<file path="config.mk">
export PLATFORM = sky130hd
export DESIGN_NAME = fca_cordic_stage
export DESIGN_NICKNAME = d
export VERILOG_FILES = /design/src/design/full_circle_angle_defines.svh /design/src/design/fca_pkg.sv /design/src/design/fca_cordic_stage.sv
export SDC_FILE = /design/constraint.sdc
export NUM_CORES = 1
export LEC_CHECK = 0
export BUFFER_PORTS_ARGS = -buffer_cell sky130_fd_sc_hd__buf_2
export CORE_UTILIZATION = 55
export CTS_CLUSTER_SIZE = 12
export DETAILED_ROUTE_END_ITERATION = 7
export PLACE_DENSITY_LB_ADDON = 0.1
export SYNTH_ARGS = -nofsm -noshare
export SYNTH_HDL_FRONTEND = slang
export SYNTH_SLANG_ARGS = --single-unit
</file>
<file path="constraint.sdc">
create_clock -name clk -period 5.1 [get_ports clk]
set_input_delay 0.765 -clock clk [delete_from_list [all_inputs] [get_ports clk]]
set_output_delay 0.765 -clock clk [all_outputs]
set_load 0.02 [all_outputs]
</file>
<file path="src/design/full_circle_angle_defines.svh">
// Assertion macros shared by the full_circle_angle RTL.
// Expects signals named clk and rst in the module that uses them.
`ifndef FULL_CIRCLE_ANGLE_DEFINES_SVH
`define FULL_CIRCLE_ANGLE_DEFINES_SVH

// Same-cycle implication, disabled during reset.
`define FCA_ASSERT_HOLDS(label, ante, cons) \
  label: assert property (@(posedge clk) disable iff (rst) (ante) |-> (cons)) \
    else $error("full_circle_angle: same-cycle check failed");

// Next-cycle implication, disabled during reset.
`define FCA_ASSERT_NEXT(label, ante, cons) \
  label: assert property (@(posedge clk) disable iff (rst) (ante) |=> (cons)) \
    else $error("full_circle_angle: next-cycle check failed");

`endif

</file>
<file path="src/design/fca_pkg.sv">
// Package for full_circle_angle: widths, angle constants, arctangent table,
// and the side-band struct that travels with each item. No dependencies.
`timescale 1ns / 1ps

package fca_pkg;

  localparam int COORD_W        = 32;  // Q16.16 coordinates
  localparam int DIFF_W         = 33;  // coordinate differences
  localparam int NORM_W         = 40;  // normalized magnitudes, MSB at bit 39
  localparam int CORDIC_W       = 44;  // signed CORDIC x/y datapath
  localparam int Z_W            = 27;  // signed Q.24 angle accumulator
  localparam int Q_W            = 17;  // rounded first-quadrant angle, Q.16
  localparam int ANGLE_W        = 19;  // unsigned Q3.16 output
  localparam int FOLD_W         = 20;  // headroom for quadrant folding
  localparam int MAX_ITER       = 24;
  localparam int ITERATIONS_DEF = 16;

  localparam logic [Z_W-2:0]   HALF_PI_Q24       = 26'd26353589;
  localparam logic [ANGLE_W-1:0] ZERO_Q16        = 19'd0;
  localparam logic [ANGLE_W-1:0] HALF_PI_Q16     = 19'd102944;
  localparam logic [ANGLE_W-1:0] PI_Q16          = 19'd205887;
  localparam logic [ANGLE_W-1:0] THREE_HALF_PI_Q16 = 19'd308831;
  localparam logic [FOLD_W-1:0]  TWO_PI_Q16      = 20'd411775;

  // atan(2^-i) * 2^24, rounded to nearest
  localparam logic [23:0] ATAN_Q24 [MAX_ITER] = '{
    24'd13176795, 24'd7778716, 24'd4110060, 24'd2086331, 24'd1047214, 24'd524117,
    24'd262123,   24'd131069,  24'd65536,   24'd32768,   24'd16384,   24'd8192,
    24'd4096,     24'd2048,    24'd1024,    24'd512,     24'd256,     24'd128,
    24'd64,       24'd32,      24'd16,      24'd8,       24'd4,       24'd2
  };

  // Quadrant and special-case info carried alongside the datapath
  typedef struct packed {
    logic               special;     // on an axis or coincident
    logic               x_neg;
    logic               y_neg;
    logic [ANGLE_W-1:0] fixed_angle; // answer when special
  } fca_side_t;

endpackage

</file>
<file path="src/design/fca_cordic_stage.sv">
// One CORDIC vectoring micro-rotation, registered.
// Rotation index set by IDX. Depends on fca_pkg (widths, arctangent table).
`timescale 1ns / 1ps

module fca_cordic_stage #(
  parameter int IDX = 0
) (
  input  logic                                clk,
  input  logic                                rst,
  input  logic                                en,
  input  logic                                in_valid,
  input  logic signed [fca_pkg::CORDIC_W-1:0] in_x,
  input  logic signed [fca_pkg::CORDIC_W-1:0] in_y,
  input  logic signed [fca_pkg::Z_W-1:0]      in_z,
  input  fca_pkg::fca_side_t                  in_side,
  output logic                                out_valid,
  output logic signed [fca_pkg::CORDIC_W-1:0] out_x,
  output logic signed [fca_pkg::CORDIC_W-1:0] out_y,
  output logic signed [fca_pkg::Z_W-1:0]      out_z,
  output fca_pkg::fca_side_t                  out_side
);
  import fca_pkg::*;

  localparam logic signed [Z_W-1:0] ANG = Z_W'(ATAN_Q24[IDX]);

  logic signed [CORDIC_W-1:0] xs, ys, x_next, y_next;
  logic signed [Z_W-1:0]      z_next;

  always_comb begin
    xs = in_x >>> IDX;
    ys = in_y >>> IDX;
    if (in_y[CORDIC_W-1]) begin
      x_next = in_x - ys;
      y_next = in_y + xs;
      z_next = in_z - ANG;
    end else begin
      x_next = in_x + ys;
      y_next = in_y - xs;
      z_next = in_z + ANG;
    end
  end

  always_ff @(posedge clk) begin
    if (rst) begin
      out_valid <= 1'b0;
    end else if (en) begin
      out_valid <= in_valid;
    end
  end

  always_ff @(posedge clk) begin
    if (en) begin
      out_x    <= x_next;
      out_y    <= y_next;
      out_z    <= z_next;
      out_side <= in_side;
    end
  end

endmodule

</file>
==> metrics.txt <==
outcome=finished, final reports clean; Max VDD drop=between 200 and 250 uV; per-cell via count in the routed design=6.271; setup repair after global routing missed its margin=false; FF+latch count, synth=between 100 and 150; clock sink count=137; post-synth design cell area=13,430 um2; die outline width=~160 um; vias in the first global route=12,563; final setup violating endpoints=0; total chip power=roughly 4.7 mW; count of placed standard cells including taps=2,124; static power due to leakage=between 6 and 7 nW; post-route minimum period=around 4 ns; clock transition at the registers of the reported paths=roughly 0.07 ns; FF-to-FF setup slack=approximately 4.5 ns; clock latency of the later-clocked register in the worst-skew pair=0.44 ns; Synth area leader=sky130_fd_sc_hd__edfxtp_1; fin cells=2,158; worst endpoint required time=about 5.3 ns; Post-synth top flop=sky130_fd_sc_hd__edfxtp_1; most numerous cell types in the synthesized netlist=sky130_fd_sc_hd__a21oi_1 (202), sky130_fd_sc_hd__ha_1 (154), sky130_fd_sc_hd__inv_1 (139); Setup Buffers After CTS=0; fraction of the mapped netlist area in simple logic gates=0.1317; arrival time at the worst endpoint=~4.2 ns; setup TNS after final layout=0 ns; met3 Resource Use GR=0.05770; worst min-delay path category=primary input to flop; critical path capture point type=flop; Final Max Slew Viols=0; Crit Path Max Fanout=15; number of fillers in the final layout=~2,100; number of flops mapped to enable cells by yosys=around 140; fraction of synthesized cell area taken by the top area cell type=0.3041; Slew HR=0.2791; top cells by area in the synthesized netlist=sky130_fd_sc_hd__edfxtp_1 (30%), sky130_fd_sc_hd__ha_1 (14%), sky130_fd_sc_hd__a21oi_1 (7.5%); endpoints failing hold=0; compound-gate portion of the synthesized area=0.2722; Synth warnings=0; maximum achievable frequency=between 200 and 300 MHz; number of remaining DRC errors=0; final hold slack=0.4716 ns; overflow left after global routing=0; first-pass iteration count of the detailed router=5; # hold bufs at CTS=0; I/O Pins=279; distinct cell type count after synthesis=76; Worst Setup Path Type=primary input to flop; maximum number of pins on one net before global-route repair=107; share of the cycle needed by the critical path after routing=0.7827; sequential area share after synthesis=0.3056; fin nets=~2,100; clock buffer count from CTS=17; number of H-tree levels=4; proportion of synthesized flip-flops having asynchronous set or reset=0; Post-Synth XOR/XNOR Area=0.06718; GP Congestion=a little under 1; Worst Setup Start Kind=primary input; clock tree from TritonCTS=yes; die extent in y=around 160 um; main combinational cell family by area after synthesis=compound AO/OA/AOI/OAI gates; cell count after synthesis=1,576; area of the core=roughly 24,000 um2; most instantiated library cell after synthesis=sky130_fd_sc_hd__a21oi_1; synthesized netlist net count=between 1,500 and 2,000; count of buffer and inverter cells on the critical path=3; CP top delay family=simple AND/OR/NAND/NOR gates; utilization after layout=0.6633; multiplexer share of the synthesized area=0.01435; share of post-route cells with drive strength above 1=0.1895; overall routing resource usage=0.3644; actual slew at the worst max-slew pin=~1.1 ns; Most Frequent Cell on Critical Path=sky130_fd_sc_hd__nor4_1; Power Dens Cells=slightly below 300 nW/um2; sequential cell area=~4000 um2; Longest Clk Path Bufs=2; area used by multi-input combinational logic=about 8500 um2; Initial Utilization=0.5670; Max Cap Violations=0; number of I/O port buffers=approximately 280; clock root buffer=sky130_fd_sc_hd__clkbuf_16; met2 routing resource usage after global routing=0.5783; antenna violations before repair=2; Iteration-0 DRC Markers=between 1,500 and 2,000; post-synthesis adder-cell area fraction=0.1494; Worst path slowest cell=sky130_fd_sc_hd__a211oi_1; DIE AREA=between 20,000 and 30,000 um2; wire length of the first global-routing pass=around 70,000 um; highest cell delay on the worst timing path=approximately 0.65 ns; Cell Chain, Critical Path=buf_2 > inv_1 > ha_1 > nand2b_1 > nor2b_1 > a31oi_1 > a211oi_1 > nor4_1 > buf_4 > nor4_1 > nor2_1 > a221oi_1 > xor2_1; average routed wire per standard cell=21.33 um; Rows=between 50 and 60; Avg Inst Size Synth=approximately 8.5 um2; hpwl dp=about 36,000 um; antenna-violating nets left=0; met1 capacity usage during global routing=0.4923; busiest layer in global routing=met2; worst-case clock skew=0 ns; Synth-to-Final Area Change=16.98%; Resized cells post-CTS=0; Total Wirelength=46,040 um; routed vias=around 14,000
==> kinds of logic (layout without fill, tap and decap cells) <==
| kind of cell | count (synthesis) | count (layout) |
|---|---|---|
| multiplexers | 19 | 19 |
| XOR/XNOR | 103 | 103 |
| adder cells (fa/ha/maj) | 158 | 158 |
| buffers and inverters | 209 | 469 |
| AND/OR/NAND/NOR | 374 | 374 |
| AO/OA/AOI/OAI | 576 | 576 |
| flip-flops | 137 | 137 |
| other | 0 | 3 |
==> through the flow <==
step | area (um2) | worst slack [ns]
3_3_place_gp | 15090 | 0.8742
3_5_place_dp | 15090 | 0.7964
4_1_cts | 15700 | 1.230
6_report | 15710 | 1.108
5_1_grt | 15710 | 0.9575
2_1_floorplan | 13430 | 0.5487
==> placed cells by master, fill, tap and decap left out, drive strengths merged, types with 6 or more instances in the layout <==
master   netlist  final
a2111oi        7      7
a211o          7      7
a211oi        23     23
a21boi        14     14
a21o          45     45
a21oi        202    202
a31oi         17     17
and3           7      7
buf           16    294
clkbuf        49     17
clkinv         5      7
edfxtp       136    136
ha           154    154
inv          139    146
mux2i         17     17
nand2         82     82
nand2b        10     10
nand3         27     27
nand4         27     27
nor2         132    132
nor2b         17     17
nor3          27     27
nor4          11     11
o2111ai        6      6
o211ai        19     19
o21a          12     12
o21ai        116    116
o21bai        31     31
o31ai         18     18
or2            7      7
or3            8      8
or4            8      8
xnor2         87     87
xor2          16     16
==> registers in the layout, summed over array words and instances, names as in the netlist <==
name and flops:
out_z 27, out_x 44, out_side 22, out_y 43, out_valid 1
==> worst paths after layout <==
kind | endpoint | startpoint | depth (start not counted)
setup / recovery | out_y[40] | in_x[5] | 13
hold / removal | out_valid | rst | 2
setup reg to reg | out_valid | out_valid | 2
hold reg to reg | out_valid | out_valid | 2
==> worst reg2reg max path, stage by stage (launching register included) <==
cell                      delay [ns]
sky130_fd_sc_hd__dfxtp_1        0.32
sky130_fd_sc_hd__mux2i_1        0.15
sky130_fd_sc_hd__nor2_1         0.06
==> power by group <==
part           switching [mW]  internal [mW]
logic                    1.17          0.605
registers              0.0554           1.47
clock network           0.581          0.781
==> area by class of cell <==
class                   instances  share of cell area
multi-input cells            1230              0.5427
repair buffers                294             0.09677
inverters                     144             0.03441
well taps                     319             0.02541
clock inverters                14             0.01187
diodes                          3           0.0004779
flip-flops and latches        137              0.2613
clock buffers                  17             0.02708
==> routing by layer <==
metal  vias to the layer above  part of all wire
li1                       6275                 -
met1                      6302              0.41
met2                       829              0.45
met3                       126             0.099
met4                         0             0.037
met5                         -                 0
(Power assumes the default switching activity.)
