## config.mk

```make
export PLATFORM = sky130hd
export DESIGN_NAME = fca_front
export DESIGN_NICKNAME = d
export VERILOG_FILES = /design/src/design/full_circle_angle_defines.svh /design/src/design/fca_pkg.sv /design/src/design/fca_front.sv
export SDC_FILE = /design/constraint.sdc
export NUM_CORES = 1
export LEC_CHECK = 0
export ABC_AREA = 1
export BUFFER_PORTS_ARGS = -buffer_cell sky130_fd_sc_hd__buf_2
export CORE_MARGIN = 2
export CORE_UTILIZATION = 46
export DETAILED_ROUTE_END_ITERATION = 7
export GPL_TIMING_DRIVEN = 0
export PLACE_DENSITY = 0.69
export SLEW_MARGIN = 10
export SYNTH_ARGS = -nofsm -noshare
export SYNTH_HDL_FRONTEND = slang
export SYNTH_SLANG_ARGS = --single-unit
```

## constraint.sdc

```tcl
create_clock -name clk -period 3 [get_ports clk]
set_input_delay 0.9 -clock clk [delete_from_list [all_inputs] [get_ports clk]]
set_output_delay 0.9 -clock clk [all_outputs]
set_load 0.05 [all_outputs]
```

## src/design/full_circle_angle_defines.svh

```systemverilog
// Assertion macros shared by the full_circle_angle RTL.
// Expects signals named clk and rst in the module that uses them.
`ifndef FULL_CIRCLE_ANGLE_DEFINES_SVH
`define FULL_CIRCLE_ANGLE_DEFINES_SVH

// Same-cycle implication, disabled during reset.
`define FCA_ASSERT_HOLDS(label, ante, cons) \
  label: assert property (@(posedge clk) disable iff (rst) (ante) |-> (cons)) \
    else $error("full_circle_angle: same-cycle check failed");

// Next-cycle implication, disabled during reset.
`define FCA_ASSERT_NEXT(label, ante, cons) \
  label: assert property (@(posedge clk) disable iff (rst) (ante) |=> (cons)) \
    else $error("full_circle_angle: next-cycle check failed");

`endif

```

## src/design/fca_pkg.sv

```systemverilog
// Package for full_circle_angle: widths, angle constants, arctangent table,
// and the side-band struct that travels with each item. No dependencies.
`timescale 1ns / 1ps

package fca_pkg;

  localparam int COORD_W        = 32;  // Q16.16 coordinates
  localparam int DIFF_W         = 33;  // coordinate differences
  localparam int NORM_W         = 40;  // normalized magnitudes, MSB at bit 39
  localparam int CORDIC_W       = 44;  // signed CORDIC x/y datapath
  localparam int Z_W            = 27;  // signed Q.24 angle accumulator
  localparam int Q_W            = 17;  // rounded first-quadrant angle, Q.16
  localparam int ANGLE_W        = 19;  // unsigned Q3.16 output
  localparam int FOLD_W         = 20;  // headroom for quadrant folding
  localparam int MAX_ITER       = 24;
  localparam int ITERATIONS_DEF = 16;

  localparam logic [Z_W-2:0]   HALF_PI_Q24       = 26'd26353589;
  localparam logic [ANGLE_W-1:0] ZERO_Q16        = 19'd0;
  localparam logic [ANGLE_W-1:0] HALF_PI_Q16     = 19'd102944;
  localparam logic [ANGLE_W-1:0] PI_Q16          = 19'd205887;
  localparam logic [ANGLE_W-1:0] THREE_HALF_PI_Q16 = 19'd308831;
  localparam logic [FOLD_W-1:0]  TWO_PI_Q16      = 20'd411775;

  // atan(2^-i) * 2^24, rounded to nearest
  localparam logic [23:0] ATAN_Q24 [MAX_ITER] = '{
    24'd13176795, 24'd7778716, 24'd4110060, 24'd2086331, 24'd1047214, 24'd524117,
    24'd262123,   24'd131069,  24'd65536,   24'd32768,   24'd16384,   24'd8192,
    24'd4096,     24'd2048,    24'd1024,    24'd512,     24'd256,     24'd128,
    24'd64,       24'd32,      24'd16,      24'd8,       24'd4,       24'd2
  };

  // Quadrant and special-case info carried alongside the datapath
  typedef struct packed {
    logic               special;     // on an axis or coincident
    logic               x_neg;
    logic               y_neg;
    logic [ANGLE_W-1:0] fixed_angle; // answer when special
  } fca_side_t;

endpackage

```

## src/design/fca_front.sv

```systemverilog
// Front end: 33-bit differences, then magnitudes and axis classification.
// Two register stages. Depends on fca_pkg.
`timescale 1ns / 1ps

module fca_front (
  input  logic                              clk,
  input  logic                              rst,
  input  logic                              en,
  input  logic                              in_valid,
  input  logic signed [fca_pkg::COORD_W-1:0] origin_x,
  input  logic signed [fca_pkg::COORD_W-1:0] origin_y,
  input  logic signed [fca_pkg::COORD_W-1:0] target_x,
  input  logic signed [fca_pkg::COORD_W-1:0] target_y,
  output logic                              out_valid,
  output logic [fca_pkg::NORM_W-1:0]        mag_x,
  output logic [fca_pkg::NORM_W-1:0]        mag_y,
  output fca_pkg::fca_side_t                side
);
  import fca_pkg::*;

  logic                     diff_valid;
  logic signed [DIFF_W-1:0] diff_x;
  logic signed [DIFF_W-1:0] diff_y;

  logic [DIFF_W-1:0] abs_x;
  logic [DIFF_W-1:0] abs_y;
  fca_side_t         side_next;

  // stage 1: differences, sign-extended so they never overflow
  always_ff @(posedge clk) begin
    if (rst) begin
      diff_valid <= 1'b0;
    end else if (en) begin
      diff_valid <= in_valid;
    end
  end

  always_ff @(posedge clk) begin
    if (en) begin
      diff_x <= {target_x[COORD_W-1], target_x} - {origin_x[COORD_W-1], origin_x};
      diff_y <= {target_y[COORD_W-1], target_y} - {origin_y[COORD_W-1], origin_y};
    end
  end

  // stage 2: magnitudes and classification
  always_comb begin
    side_next.x_neg = diff_x[DIFF_W-1];
    side_next.y_neg = diff_y[DIFF_W-1];
    abs_x = side_next.x_neg ? (~diff_x + 1'b1) : diff_x;
    abs_y = side_next.y_neg ? (~diff_y + 1'b1) : diff_y;
    side_next.special     = (diff_x == '0) || (diff_y == '0);
    side_next.fixed_angle = ZERO_Q16;
    if (diff_x == '0 && diff_y == '0) begin
      side_next.fixed_angle = ZERO_Q16;
    end else if (diff_x == '0) begin
      side_next.fixed_angle = side_next.y_neg ? THREE_HALF_PI_Q16 : HALF_PI_Q16;
    end else if (diff_y == '0) begin
      side_next.fixed_angle = side_next.x_neg ? PI_Q16 : ZERO_Q16;
    end
  end

  always_ff @(posedge clk) begin
    if (rst) begin
      out_valid <= 1'b0;
    end else if (en) begin
      out_valid <= diff_valid;
    end
  end

  always_ff @(posedge clk) begin
    if (en) begin
      mag_x <= {{(NORM_W-DIFF_W){1'b0}}, abs_x};
      mag_y <= {{(NORM_W-DIFF_W){1'b0}}, abs_y};
      side  <= side_next;
    end
  end

endmodule

```

==> flow_metrics.tcl <==
set metrics [dict create \
    path_max_fanout 3 \
    drtIter0Drc 802 \
    holdBufCountCts 0 \
    fmax_ghz 0.395 \
    cts_buffers 17 \
    skew_ns 0.0161 \
    p_seq_frac 0.387 \
    drive_gt1_frac 0.160 \
    wirelength_um 29200 \
    drv_cap 0 \
    holdWs_ns 0.451 \
    start_util 0.467 \
    grt_max_degree 81 \
    nNetsFinal 2181 \
    dp_hpwl_um 24700 \
    finalCritPeriodShare 0.844 \
    htree_levels 4 \
    worstMarginPinSlew_ns 0.574 \
    power_density_mw_per_mm2 520 \
    status "complete, no violations" \
    synth-seq-cells 142 \
    final_antenna_net_count 0 \
    clock_power_share 0.270 \
    first_global_vias 9711 \
    final_area_mm2 0.0139 \
    hold_path_class "reg -> reg" \
    fillers 2550 \
    grt_antenna_before_repair 0 \
    vias_per_cell 4.61 \
    worstPathArrival_ns 2.69 \
    via_count 10713 \
    hold_viol 0 \
    pwr-share-comb 0.343 \
    total_power_w 0.00721 \
    p_leak_nw 7.85 \
    fp.dieW_um 164 \
    cts_max_path_buffers 2 \
    path_clk_slew_ns 0.06 \
    postSynthCellCount 1726 \
    drt-wirelength-per-cell_um 12.6 \
    internal-power_w 0.00446 \
    p_sw_w 0.00275 \
    overflow 0 \
    start_kind "input pin" \
    cts-resized-gates 0 \
    post_cts_buffers 0 \
    grt_pass1_wl_um 47400 \
    synth.cell_area_mm2 0.0117 \
    path_class "in -> reg" \
    rows 58 \
    gp_congestion 0.937 \
    final_period_minus_worst_setup_slack_ns 2.53 \
    end_kind "register" \
    ir_drop_uv 342 \
    die-area_mm2 0.0268 \
    area_growth_syn_to_layout_pct 18.3 \
    slew_violations 0 \
    grtUsageTotal 0.223 \
    syn_avg_cell_area_um2 6.80 \
    yosys_warnings 0 \
    dr.pass1.iters 5 \
    fp.dieH_um 164 \
    ys_seq_area_frac 0.362 \
    worstSkewPairLatency_ns 0.42 \
    post-route-util 0.553 \
    netSwitchingFraction 0.381 \
    root_buffer "clkbuf_16" \
    setup_violations 0 \
    rsz0062_at_grt "no" \
    worstPathRequired_ns 3.15 \
    port_buffers 216 \
    drc 0 \
    dpl_cell_area_mm2 0.0133 \
    relSlewSlack 0.618 \
    synthDistinctLibCells 35 \
    cts_tree "yes" \
    ios 235 \
    core_mm2 0.0251 \
    cts_sinks 142 \
]
==> path summary, 6_finish.rpt <==
kind / start / end / slack, ns / cells after the start
worst min-delay path: diff_x[32] / side[20] / 0.45 / 0
worst max register to register: diff_x[0] / side[5] / 0.66 / 13
worst max-delay path: origin_x[0] / diff_x[22] / 0.47 / 13
worst min register to register: diff_x[32] / side[20] / 0.45 / 0
==> cell usage after synthesis <==
library cell | instances | area, um2
nor2_4 | 6 | 67.6
o21ai_1 | 9 | 45.0
buf_1 | 1 | 3.75
nor3_1 | 13 | 65.1
fa_1 | 2 | 40.0
o21ai_0 | 16 | 80.1
xnor2_1 | 12 | 105
a21oi_1 | 46 | 230
a31oi_1 | 2 | 12.5
clkinv_1 | 2 | 7.51
inv_2 | 3 | 11.3
edfxtp_1 | 140 | 4200
or2_2 | 1 | 6.26
or2_1 | 2 | 12.5
inv_1 | 378 | 1420
nand3_2 | 3 | 30.0
buf_2 | 3 | 15.0
ha_1 | 68 | 851
o211ai_1 | 2 | 15.0
a21o_1 | 2 | 15.0
nand3_1 | 85 | 425
nand4_1 | 6 | 37.5
and2_1 | 7 | 43.8
nor3_2 | 1 | 10.0
nor2_2 | 13 | 81.3
nand3b_1 | 3 | 22.5
dfxtp_1 | 2 | 40.0
xor2_1 | 61 | 534
conb_1 | 1 | 3.75
nand2_2 | 15 | 93.8
o21bai_1 | 4 | 30.0
clkbuf_1 | 5 | 18.8
nand2_1 | 640 | 2400
nor2_1 | 144 | 541
buf_4 | 28 | 210
==> state kept, by name (all words and copies together) (netlist names) <==
| name | count |
|---|---|
| side | 8 |
| out_valid | 1 |
| mag_x | 33 |
| diff_valid | 1 |
| diff_y | 33 |
| mag_y | 33 |
| diff_x | 33 |
==> stage by stage <==
step / TNS, ns / cells / setup slack, ns
after floorplan: 0 / 1743 / 0.574
after global placement: -75.56 / 2289 / -0.581
after detailed placement: 0 / 2290 / 0.0490
after CTS: 0 / 2322 / 0.494
after global routing: 0 / 2322 / 0.352
final: 0 / 2323 / 0.468
==> worst max-delay path, cell delays in order <==
cell and delay [ns]:
buf_2 0.10, ha_1 0.27, fa_1 0.42, inv_1 0.07
nand2_1 0.08, nand2_1 0.12, nand3_1 0.07, nand2_1 0.12
nand2_1 0.08, nand2_1 0.17, nand2_1 0.10, nand3_1 0.08
nand2_1 0.11
==> layout by cell type, fill, tap and decap left out, drive strengths merged <==
cell and count:
inv 383, clkbuf 24, clkinv 8, nand3 88
xor2 61, nor2 163, o211ai 2, a21oi 46
nand4 6, o21bai 4, a31oi 2, xnor2 12
or2 3, nand2 655, diode 1, nand3b 3
conb 18, nor3 14, dfxtp 2, bufinv 1
buf 249, edfxtp 140, clkinvlp 4, and2 7
a21o 2, o21ai 25, ha 68, fa 2
==> power groups by stage <==
stage,combinational [W],clock [W],sequential (W)
floorplan,0.00127,0,0.00331
global placement,0.00244,0,0.00283
detailed placement,0.00247,0,0.00283
CTS,0.00247,0.00198,0.00279
global route,0.00275,0.00207,0.00283
finish,0.00247,0.00195,0.00279
==> cells by family (layout without fill, tap and decap cells) <==
family	count (synthesis)	in the layout	share of synthesized area
AND/OR/NAND/NOR	939	939	0.327
buffers and inverters	420	669	0.144
flip-flops	142	142	0.362
AO/OA/AOI/OAI	81	81	0.0365
XOR/XNOR	73	73	0.0545
adder cells (fa/ha/maj)	70	70	0.0759
other	1	19	0.000320
==> routing by layer <==
metal,track usage,vias up,share of wire,wire length (um)
met1,0.344,4647,0.52,15100
li1,-,5708,-,-
met5,0,-,0,0
met4,0.0415,0,0.0081,235
met3,0.0297,19,0.065,1900
met2,0.335,339,0.41,12000
==> area by class of cell <==
| type | count | area (um2) | share of cell area |
|---|---|---|---|
| Inverter | 383 | 1440 | 0.104 |
| Clock inverter | 13 | 118 | 0.00848 |
| Timing Repair Buffer | 217 | 1110 | 0.0803 |
| Antenna cell | 1 | 2.50 | 0.000180 |
| Buffer | 37 | 248 | 0.0179 |
| Tap cell | 330 | 413 | 0.0298 |
| Multi-Input combinational cell | 1181 | 5860 | 0.423 |
| Clock buffer | 19 | 433 | 0.0312 |
| Sequential cell | 142 | 4240 | 0.306 |
No activity file was read; power rests on OpenSTA's default activity.
