File: src/design/full_circle_angle_defines.svh
// Assertion macros shared by the full_circle_angle RTL.
// Expects signals named clk and rst in the module that uses them.
`ifndef FULL_CIRCLE_ANGLE_DEFINES_SVH
`define FULL_CIRCLE_ANGLE_DEFINES_SVH

// Same-cycle implication, disabled during reset.
`define FCA_ASSERT_HOLDS(label, ante, cons) \
  label: assert property (@(posedge clk) disable iff (rst) (ante) |-> (cons)) \
    else $error("full_circle_angle: same-cycle check failed");

// Next-cycle implication, disabled during reset.
`define FCA_ASSERT_NEXT(label, ante, cons) \
  label: assert property (@(posedge clk) disable iff (rst) (ante) |=> (cons)) \
    else $error("full_circle_angle: next-cycle check failed");

`endif

File: src/design/fca_pkg.sv
// Package for full_circle_angle: widths, angle constants, arctangent table,
// and the side-band struct that travels with each item. No dependencies.
`timescale 1ns / 1ps

package fca_pkg;

  localparam int COORD_W        = 32;  // Q16.16 coordinates
  localparam int DIFF_W         = 33;  // coordinate differences
  localparam int NORM_W         = 40;  // normalized magnitudes, MSB at bit 39
  localparam int CORDIC_W       = 44;  // signed CORDIC x/y datapath
  localparam int Z_W            = 27;  // signed Q.24 angle accumulator
  localparam int Q_W            = 17;  // rounded first-quadrant angle, Q.16
  localparam int ANGLE_W        = 19;  // unsigned Q3.16 output
  localparam int FOLD_W         = 20;  // headroom for quadrant folding
  localparam int MAX_ITER       = 24;
  localparam int ITERATIONS_DEF = 16;

  localparam logic [Z_W-2:0]   HALF_PI_Q24       = 26'd26353589;
  localparam logic [ANGLE_W-1:0] ZERO_Q16        = 19'd0;
  localparam logic [ANGLE_W-1:0] HALF_PI_Q16     = 19'd102944;
  localparam logic [ANGLE_W-1:0] PI_Q16          = 19'd205887;
  localparam logic [ANGLE_W-1:0] THREE_HALF_PI_Q16 = 19'd308831;
  localparam logic [FOLD_W-1:0]  TWO_PI_Q16      = 20'd411775;

  // atan(2^-i) * 2^24, rounded to nearest
  localparam logic [23:0] ATAN_Q24 [MAX_ITER] = '{
    24'd13176795, 24'd7778716, 24'd4110060, 24'd2086331, 24'd1047214, 24'd524117,
    24'd262123,   24'd131069,  24'd65536,   24'd32768,   24'd16384,   24'd8192,
    24'd4096,     24'd2048,    24'd1024,    24'd512,     24'd256,     24'd128,
    24'd64,       24'd32,      24'd16,      24'd8,       24'd4,       24'd2
  };

  // Quadrant and special-case info carried alongside the datapath
  typedef struct packed {
    logic               special;     // on an axis or coincident
    logic               x_neg;
    logic               y_neg;
    logic [ANGLE_W-1:0] fixed_angle; // answer when special
  } fca_side_t;

endpackage

File: src/design/fca_back.sv
// Back end: clamp and round the CORDIC angle, fold into its quadrant,
// then an output register with a skid entry. Depends on fca_pkg and defines.
`timescale 1ns / 1ps
`include "full_circle_angle_defines.svh"

module fca_back (
  input  logic                           clk,
  input  logic                           rst,
  input  logic                           in_valid,
  input  logic signed [fca_pkg::Z_W-1:0] in_z,
  input  fca_pkg::fca_side_t             in_side,
  output logic                           ready_up,
  output logic                           out_valid,
  input  logic                           out_ready,
  output logic [fca_pkg::ANGLE_W-1:0]    angle_rad
);
  import fca_pkg::*;

  logic               en;
  logic [Z_W-2:0]     z_clamp;
  logic [Z_W-2:0]     z_round;
  logic               rnd_valid;
  logic [Q_W-1:0]     rnd_q;
  fca_side_t          rnd_side;
  logic [FOLD_W-1:0]  folded;
  logic [FOLD_W-1:0]  wrapped;
  logic [ANGLE_W-1:0] fold_angle;
  logic               push;
  logic               skid_valid;
  logic [ANGLE_W-1:0] skid_angle;

  assign en       = !skid_valid;
  assign ready_up = en;

  // clamp to [0, pi/2] and round Q.24 -> Q.16
  always_comb begin
    if (in_z[Z_W-1]) begin
      z_clamp = '0;
    end else if (in_z[Z_W-2:0] > HALF_PI_Q24) begin
      z_clamp = HALF_PI_Q24;
    end else begin
      z_clamp = in_z[Z_W-2:0];
    end
    z_round = z_clamp + (Z_W-1)'(128);
  end

  always_ff @(posedge clk) begin
    if (rst) begin
      rnd_valid <= 1'b0;
    end else if (en) begin
      rnd_valid <= in_valid;
    end
  end

  always_ff @(posedge clk) begin
    if (en) begin
      rnd_q    <= z_round[Q_W+7:8];
      rnd_side <= in_side;
    end
  end

  // quadrant fold, wrap at two pi
  always_comb begin
    case ({rnd_side.x_neg, rnd_side.y_neg})
      2'b00:   folded = {{(FOLD_W-Q_W){1'b0}}, rnd_q};
      2'b10:   folded = {1'b0, PI_Q16} - {{(FOLD_W-Q_W){1'b0}}, rnd_q};
      2'b11:   folded = {1'b0, PI_Q16} + {{(FOLD_W-Q_W){1'b0}}, rnd_q};
      default: folded = TWO_PI_Q16 - {{(FOLD_W-Q_W){1'b0}}, rnd_q};
    endcase
    wrapped    = (folded >= TWO_PI_Q16) ? (folded - TWO_PI_Q16) : folded;
    fold_angle = rnd_side.special ? rnd_side.fixed_angle : wrapped[ANGLE_W-1:0];
  end

  assign push = rnd_valid && en;

  always_ff @(posedge clk) begin
    if (rst) begin
      out_valid  <= 1'b0;
      skid_valid <= 1'b0;
    end else if (out_ready || !out_valid) begin
      if (skid_valid) begin
        out_valid  <= 1'b1;
        skid_valid <= 1'b0;
      end else begin
        out_valid <= push;
      end
    end else if (push) begin
      skid_valid <= 1'b1;
    end
  end

  always_ff @(posedge clk) begin
    if (out_ready || !out_valid) begin
      if (skid_valid) begin
        angle_rad <= skid_angle;
      end else if (push) begin
        angle_rad <= fold_angle;
      end
    end else if (push) begin
      skid_angle <= fold_angle;
    end
  end

  `FCA_ASSERT_HOLDS(a_skid_behind_out, skid_valid, out_valid)
  `FCA_ASSERT_HOLDS(a_angle_below_two_pi, out_valid, angle_rad < TWO_PI_Q16[ANGLE_W-1:0])
  `FCA_ASSERT_NEXT(a_stall_fills_skid, push && out_valid && !out_ready, skid_valid)
  `FCA_ASSERT_NEXT(a_drain_empties, out_valid && out_ready && !skid_valid && !push, !out_valid)

endmodule

File: config.mk
export PLATFORM = sky130hd
export DESIGN_NAME = fca_back
export DESIGN_NICKNAME = d
export VERILOG_FILES = /design/src/design/fca_pkg.sv /design/src/design/fca_back.sv
export VERILOG_INCLUDE_DIRS = /design/src /design/src/design
export SDC_FILE = /design/constraint.sdc
export NUM_CORES = 1
export LEC_CHECK = 0
export ABC_AREA = 1
export BUFFER_PORTS_ARGS = -buffer_cell sky130_fd_sc_hd__buf_2
export CORE_MARGIN = 4
export CORE_UTILIZATION = 45
export CTS_CLUSTER_DIAMETER = 40
export DETAILED_ROUTE_END_ITERATION = 12
export PLACE_DENSITY = 0.73
export SYNTH_ARGS = -nofsm -noshare
export SYNTH_HDL_FRONTEND = slang
export SYNTH_SLANG_ARGS = --single-unit
File: constraint.sdc
create_clock -name clk -period 6.5 [get_ports clk]
set_input_delay 0.325 -clock clk [delete_from_list [all_inputs] [get_ports clk]]
set_output_delay 0.325 -clock clk [all_outputs]
set_load 0.005 [all_outputs]
==> results of run 1 <==
## cell families after synthesis
family / Yosys count
simple gates: 448
buf+inv: 105
compound gates: 49
flops: 80
xor+xnor: 22
fa+ha+maj: 7
## synthesized netlist by cell type (3+ instances only)
library cell  instances
edfxtp_1             77
inv_1                76
nand3b_1              4
nand2_2               8
nand2_1             215
xnor2_1               4
o21ai_0              12
or2_2                 9
nor2_1               55
clkbuf_1              6
buf_6                 5
nand3_2               3
dfxtp_1               3
nand4_1              19
nor3_1               14
and2_1                9
xor2_1               18
a31oi_1               5
nand3_1              98
a21oi_1              17
ha_1                  7
buf_2                 6
inv_2                 7
o21ai_1               8
## worst max path at each step
stage | from | to | cells after the start
global route | rnd_q[7]$_DFFE_PN_ | angle_rad[4]$_DFFE_PP_ | 19
CTS | rnd_q[7]$_DFFE_PN_ | angle_rad[4]$_DFFE_PP_ | 22
finish | rnd_q[7]$_DFFE_PN_ | angle_rad[4]$_DFFE_PP_ | 22
global placement | in_z[19] | rnd_q[15]$_DFFE_PN_ | 13
detailed placement | in_z[19] | rnd_q[15]$_DFFE_PN_ | 13
floorplan | rnd_q[7]$_DFFE_PN_ | skid_angle[15]$_DFFE_PP_ | 20
## state kept, by name (all words and copies together) (netlist names)
register	cells
rnd_q	17
rnd_side	22
rnd_valid	1
skid_angle	19
skid_valid	1
angle_rad	19
out_valid	1
## critical path, stage by stage (launching register included)
cell	delay, ps
edfxtp_1	450
inv_1	210
ha_1	240
inv_1	70
nor2_1	110
nand2_1	90
nand2_1	140
nand2_1	80
nand2_1	70
xor2_1	200
inv_1	70
a21oi_2	240
o21ai_2	120
nand2_1	90
nand2_2	60
nand2_4	150
nand2_4	160
nand2_1	110
nand2_1	50
nand2_1	60
nand2_1	80
nand2_1	70
nand2_1	60
## cell usage in the layout, fill, tap and decap left out, types with 2 or more instances in the layout
cell       count
a21oi_1       17
clkbuf_8       2
nor2_1        55
nor3_1        13
and2_1         9
dfxtp_1        3
or2_1          2
nand2_2        8
o21ai_2        2
inv_2          8
nand4_1       19
nor2_4         2
buf_4          3
nand3_2        3
nand3b_1       4
nand2_1      215
o21ai_0       12
buf_2         73
a31oi_1        5
nand3_1       98
and3_1         2
nor3_2         2
or2_2          9
xor2_1        18
edfxtp_1      77
inv_1         75
nand2_4        2
clkbuf_16      9
ha_1           7
xnor2_1        4
o21ai_1        8
## layer usage
| layer | vias to the layer above | GRT usage, % |
|---|---|---|
| li1 | 2488 | - |
| met1 | 2183 | 23.6 |
| met2 | 127 | 30.4 |
| met3 | 17 | 3.65 |
| met4 | 0 | 5.42 |
| met5 | - | 0 |
## stage by stage
step	worst slack (ps)	utilization (%)
finish	3270	53.2
global route	2940	53.2
CTS	3300	53.2
detailed placement	3220	50.6
global placement	3280	50.6
floorplan	3860	-
## layout make-up
cell class	count	area, sq um
Clock buffer	12	256
Clock inverter	4	51.3
Fill cell	1093	5410
Inverter	84	315
Multi-Input combinational cell	526	2590
Sequential cell	80	2370
Tap cell	143	179
Timing Repair Buffer	76	388
## report_power, final
part | switching [mW] | total (mW) | leakage, nW | internal [mW]
logic | 0.166 | 0.260 | 1.93 | 0.0942
clock network | 0.195 | 0.514 | 0.149 | 0.319
registers | 0.0202 | 0.620 | 0.802 | 0.600
total | 0.382 | 1.40 | 2.88 | 1.01
==> flow_metrics.py, run 1 <==
metrics = {
    "placed_design": {
        "dp_hpwl_mm": 9.38,
        "portBuffers": 73,
        "routabilityCongestion": 0.953,
        "place_inst": 909,
        "placed_cell_area_sq_um": 5850,
    },
    "global_route": {
        "track_usage_pct": 18.1,
        "grt.overflow.total": 0,
        "grt_pass1_wl_mm": 20.9,
        "grt_max_degree": 43,
        "first_global_vias": 4551,
        "antenna_found_initial": 0,
    },
    "sta": {
        "slew_headroom_pct": 44.0,
        "skew_ps": 5.12,
        "post-route-min-period_ps": 3230,
        "fin_tns_setup_ps": 0,
        "drv_slew": 0,
        "hold-worst-slack_ps": 160,
        "finalCritPeriodShare_pct": 49.7,
        "fmax_mhz": 310,
        "finalSetupViolCount": 0,
        "hold_viol": 0,
        "grt_setup_unrepaired": "no",
        "tightest_slew_ps": 838,
    },
    "synth": {
        "synth-seq-cells": 80,
        "synthMuxAreaShare_pct": 0,
        "avgSynthCellArea_sq_um": 7.60,
        "synth-adder-area-share_pct": 1.62,
        "synth_top_cell_area_share_pct": 42.8,
        "synth-simple-area-share_pct": 37.6,
        "synth-xor-area-share_pct": 3.56,
        "netlist_top_cells_area": "edfxtp_1 (43%), nand2_1 (15%), nand3_1 (9.1%)",
        "synthCells": 711,
        "ys.warnings.count": 0,
        "synth_seq_area_share_pct": 43.9,
        "synth_edf_count": 77,
        "synth_area_sq_um": 5410,
        "synth_compound_area_share_pct": 5.05,
        "ys_types": 43,
        "synth_top_family_by_area": "simple AND/OR/NAND/NOR gates",
        "synth_top_cell_by_area": "edfxtp_1",
        "synth_flop_cell": "edfxtp_1",
        "synth_nets": 771,
        "ys_async_sr_fraction_pct": 0,
    },
    "floorplan": {
        "die_h_microns": 118,
        "initial_core_util_pct": 46.7,
        "rows": 39,
        "dieArea_sq_um": 13800,
        "ioPinCount": 74,
        "die_width_microns": 118,
        "fp.coreArea_sq_um": 11600,
    },
    "cts": {
        "clkSinkCount": 80,
        "cts_tree": "built",
        "clkLatencyLatePin_ps": 340,
        "cts_resized": 0,
        "htreeDepth": 3,
        "clockBufferDepth": 2,
        "postCtsSetupRepairBufs": 0,
        "clockRootBuffer": "clkbuf_16",
        "clkTransAtPathRegs_ps": 60,
        "cts_buffers": 9,
        "cts_hold_buf": 0,
    },
    "power_and_ir_drop": {
        "p_leak_nw": 2.88,
        "finalPower_mw": 1.40,
        "power_density_nw_per_um2": 227,
        "ir_drop_mv": 0.130,
    },
    "min_path": {
        "min_from": "in_side[6]",
        "worstHoldPathType": "in2reg",
        "worstHoldPathCells": 1,
        "hold-path-endpoint": "rnd_side[6]$_DFFE_PN_",
    },
    "worst_setup_path": {
        "timing.rr.start": "rnd_q[7]$_DFFE_PN_",
        "critPathCaptureType": "flop",
        "required_ps": 6590,
        "rr_endpoint": "angle_rad[4]$_DFFE_PP_",
        "worstSetupStartpointType": "flop",
        "reg2reg_slack_ps": 3270,
        "crit_type": "reg2reg",
        "reg2regPathDepth": 22,
        "critPathMaxFanout": 17,
        "cp.arrival_ps": 3320,
    },
    "drt": {
        "via_per_inst": 5.21,
        "dr_total_vias": 4815,
        "drtIter0Drc": 371,
        "wl_met1_mm": 5.55,
        "drc": 0,
        "met3_length_microns": 662,
        "route.met2.wl_mm": 5.97,
        "firstDrtPassIters": 5,
        "ant_nets": 0,
        "top_layer": "met4",
        "drt-wirelength-per-cell_microns": 13.4,
        "routed_wl_mm": 12.4,
    },
    "cells_and_area": {
        "nets": 837,
        "stdcell_area_sq_um": 6150,
        "instances_no_fill": 925,
        "diodes": 0,
        "area_growth_pct": 13.8,
        "drive_gt1_share_pct": 16.6,
    },
    "job": {
        "maxCapViolCount": 0,
    },
    "status": {
        "status": "completed",
    },
}
Note: power is estimated with default switching activity, not from simulation.
==> run 2, diff against run 1 <==
Settings changed: ABC_AREA 1 to 0.
Clock period 6.5 ns to 3.3 ns, I/O delays scaled along.
==> run 2 against run 1 <==
Compared with the run above: the flow now finishes with violations (negative setup slack); register-to-register slack worse by 3500 ps; area after synthesis down 7.0%; cell area up 11%; wire length up 14%; sequential cell count unchanged; final cell count down 12%; worst setup slack worse by 3500 ps; sequential share of layout area down 4.0 points; critical path depth down 10; combinational power rose to 3.0 times the previous value; power up 99%; clock skew up 12 ps; largest power group unchanged; highest routed layer unchanged.
==> flow_metrics.py, run 2 <==
metrics = {
    "status": {
        "violations": "negative setup slack",
        "status": "finished with violations",
    },
    "synth": {
        "synth_top_cell_by_area": "edfxtp_1",
        "synth_flop_cell": "edfxtp_1",
        "synth_edf_count": 77,
        "synthCells": 501,
        "ys.warnings.count": 0,
        "yosys-top-cells-count": "edfxtp_1 (77), nor2_1 (50), nand2_1 (43)",
        "ys_types": 70,
        "synth_top_cell_area_share_pct": 46.0,
        "synth_nets": 561,
        "ys_async_sr_fraction_pct": 0,
        "synth_seq_area_share_pct": 47.2,
        "netlist_top_cells_area": "edfxtp_1 (46%), nor2_1 (3.7%), nand2_1 (3.2%)",
        "avgSynthCellArea_sq_um": 10.0,
        "synth-seq-cells": 80,
        "synth_area_sq_um": 5030,
        "post-synth-top-count-cell": "edfxtp_1",
    },
    "global_route": {
        "grt.overflow.total": 0,
        "grt_max_degree": 37,
        "track_usage_pct": 22.2,
        "grt_pass1_wl_mm": 22.8,
        "first_global_vias": 4627,
        "antenna_found_initial": 0,
    },
    "floorplan": {
        "die_width_microns": 114,
        "rows": 38,
        "initial_core_util_pct": 46.2,
        "ioPinCount": 74,
        "die_h_microns": 114,
        "dieArea_sq_um": 12900,
        "fp.coreArea_sq_um": 10900,
    },
    "power_and_ir_drop": {
        "power_density_nw_per_um2": 404,
        "ir_drop_mv": 0.327,
        "p_leak_nw": 2.71,
    },
    "sta": {
        "skew_ps": 17.2,
        "tightest_slew_ps": 947,
        "hold_viol": 0,
        "drv_slew": 0,
        "slew_headroom_pct": 36.9,
        "grt_setup_unrepaired": "yes",
        "finalCritPeriodShare_pct": 106,
        "finalSetupViolCount": 25,
        "post-route-min-period_ps": 3490,
        "fmax_mhz": 287,
        "hold-worst-slack_ps": 15.5,
        "fin_ws_ps": -190,
    },
    "drt": {
        "drc": 0,
        "drt-wirelength-per-cell_microns": 17.4,
        "via_per_inst": 5.80,
        "ant_nets": 0,
        "dr_total_vias": 4715,
        "routed_wl_mm": 14.1,
        "drtIter0Drc": 377,
        "firstDrtPassIters": 6,
    },
    "cells_and_area": {
        "nets": 728,
        "top_register": "rnd_side",
        "layout_commonest_cell": "buf_4",
        "top_regs": "rnd_side x22, angle_rad x19, skid_angle x19",
        "diodes": 0,
        "drive_gt1_share_pct": 35.8,
        "largest_reg_flops": 22,
        "final_cell_mix": "buf_4 (86), edfxtp_1 (77), buf_2 (72)",
        "area_growth_pct": 36.5,
    },
    "worst_setup_path": {
        "slowest_stage": "edfxtp_1",
        "reg2regPathDepth": 12,
        "cp.arrival_ps": 3620,
        "path_depth": 12,
        "crit_buf_inv": 2,
        "path_delay_family": "compound AO/OA/AOI/OAI gates",
        "reg2reg_slack_ps": -190,
        "timing.rr.start": "rnd_q[6]$_DFFE_PN_",
        "worstSetupStartpointType": "flop",
        "rr_endpoint": "angle_rad[6]$_DFFE_PP_",
        "crit_type": "reg2reg",
        "required_ps": 3430,
        "slowest_delay_ps": 430,
        "critPathMaxFanout": 6,
        "critPathCaptureType": "flop",
        "crit_path_cell_trace": "inv_4, ha_4, or3b_4, a211o_1, a311o_1, a32oi_2, o2111ai_2, o2111a_2, buf_12, nor2_4, a311oi_2, mux2_4",
    },
    "min_path": {
        "min_from": "in_valid",
        "hold-path-endpoint": "rnd_valid$_SDFFE_PP0N_",
        "worstHoldPathCells": 3,
        "worstHoldPathType": "in2reg",
    },
    "cts": {
        "clockBufferDepth": 2,
        "clkTransAtPathRegs_ps": 90,
        "clockRootBuffer": "clkbuf_8",
        "clkLatencyLatePin_ps": 380,
        "cts_tree": "built",
        "cts_buffers": 9,
        "htreeDepth": 3,
        "clkSinkCount": 80,
    },
    "placed_design": {
        "dp_slack_ps": -214,
        "portBuffers": 72,
        "routabilityCongestion": 0.880,
        "dp_hpwl_mm": 10.2,
    },
    "job": {
        "maxCapViolCount": 0,
    },
}
==> run 2: per-stage QoR <==
stage | cell area [sq um] | TNS (ps) | total power [mW] | utilization [%] | instances
after global routing | 6860 | -6570 | 2.91 | 63.0 | 813
after floorplan | 5120 | -741 | 1.61 | - | 501
after global placement | 6150 | -1340 | 1.88 | 56.5 | 760
after detailed placement | 6150 | -2630 | 1.90 | 56.5 | 760
final | 6860 | -2680 | 2.77 | 63.0 | 813
after CTS | 6740 | -2200 | 2.73 | 61.9 | 807
==> run 2: power by group <==
group	internal [mW]	leakage [nW]	total (mW)	switching, mW
Sequential	1.18	0.804	1.21	0.0314
Clock	0.396	0.110	0.771	0.375
Combinational	0.394	1.79	0.791	0.397
==> run 2: worst min-delay path, stage by stage <==
cell and delay (ps):
buf_2 80, mux2i_1 50, nor2_1 70
==> run 2: worst max-delay path by stage <==
stage               slack, ps                     end          startpoint
finish                   -190  angle_rad[6]$_DFFE_PP_  rnd_q[6]$_DFFE_PN_
global route             -310  angle_rad[6]$_DFFE_PP_  rnd_q[1]$_DFFE_PN_
CTS                      -160  angle_rad[3]$_DFFE_PP_  rnd_q[6]$_DFFE_PN_
detailed placement       -210  angle_rad[3]$_DFFE_PP_  rnd_q[6]$_DFFE_PN_
global placement         -150  angle_rad[6]$_DFFE_PP_  rnd_q[6]$_DFFE_PN_
floorplan                 -90  angle_rad[8]$_DFFE_PP_  rnd_q[6]$_DFFE_PN_
==> run 2: layout make-up <==
type,instances,area [sq um]
sequential,80,2370
timing repair buffer,188,1360
fill,854,4030
clock inverter,5,61.3
multi-input combinational,373,2670
clock buffer,11,151
tap,140,175
inverter,16,62.6
==> run 2: routing by layer <==
metal	vias up	track usage, %	share of wire, %
li1	2264	-	-
met1	2288	29.0	44
met2	137	36.6	48
met3	26	4.35	5.3
met4	0	8.25	2.7
met5	-	0	0
==> run 2: what timing repair did <==
item,in CTS,in global routing
gates resized for setup,16,15
cloned,0,1
endpoints found under the hold margin,25,0
hold buffers,23,0
endpoints found under the setup margin,27,35
pin swaps,13,9
buffers inserted,8,6
==> run 2: cells by family after synthesis <==
group | after synthesis | share of synthesized area [%]
simple gates | 183 | 18.6
compound gates | 134 | 19.1
flops | 80 | 47.2
buf+inv | 48 | 3.96
xor+xnor | 31 | 5.40
mux | 18 | 3.93
fa+ha+maj | 7 | 1.74
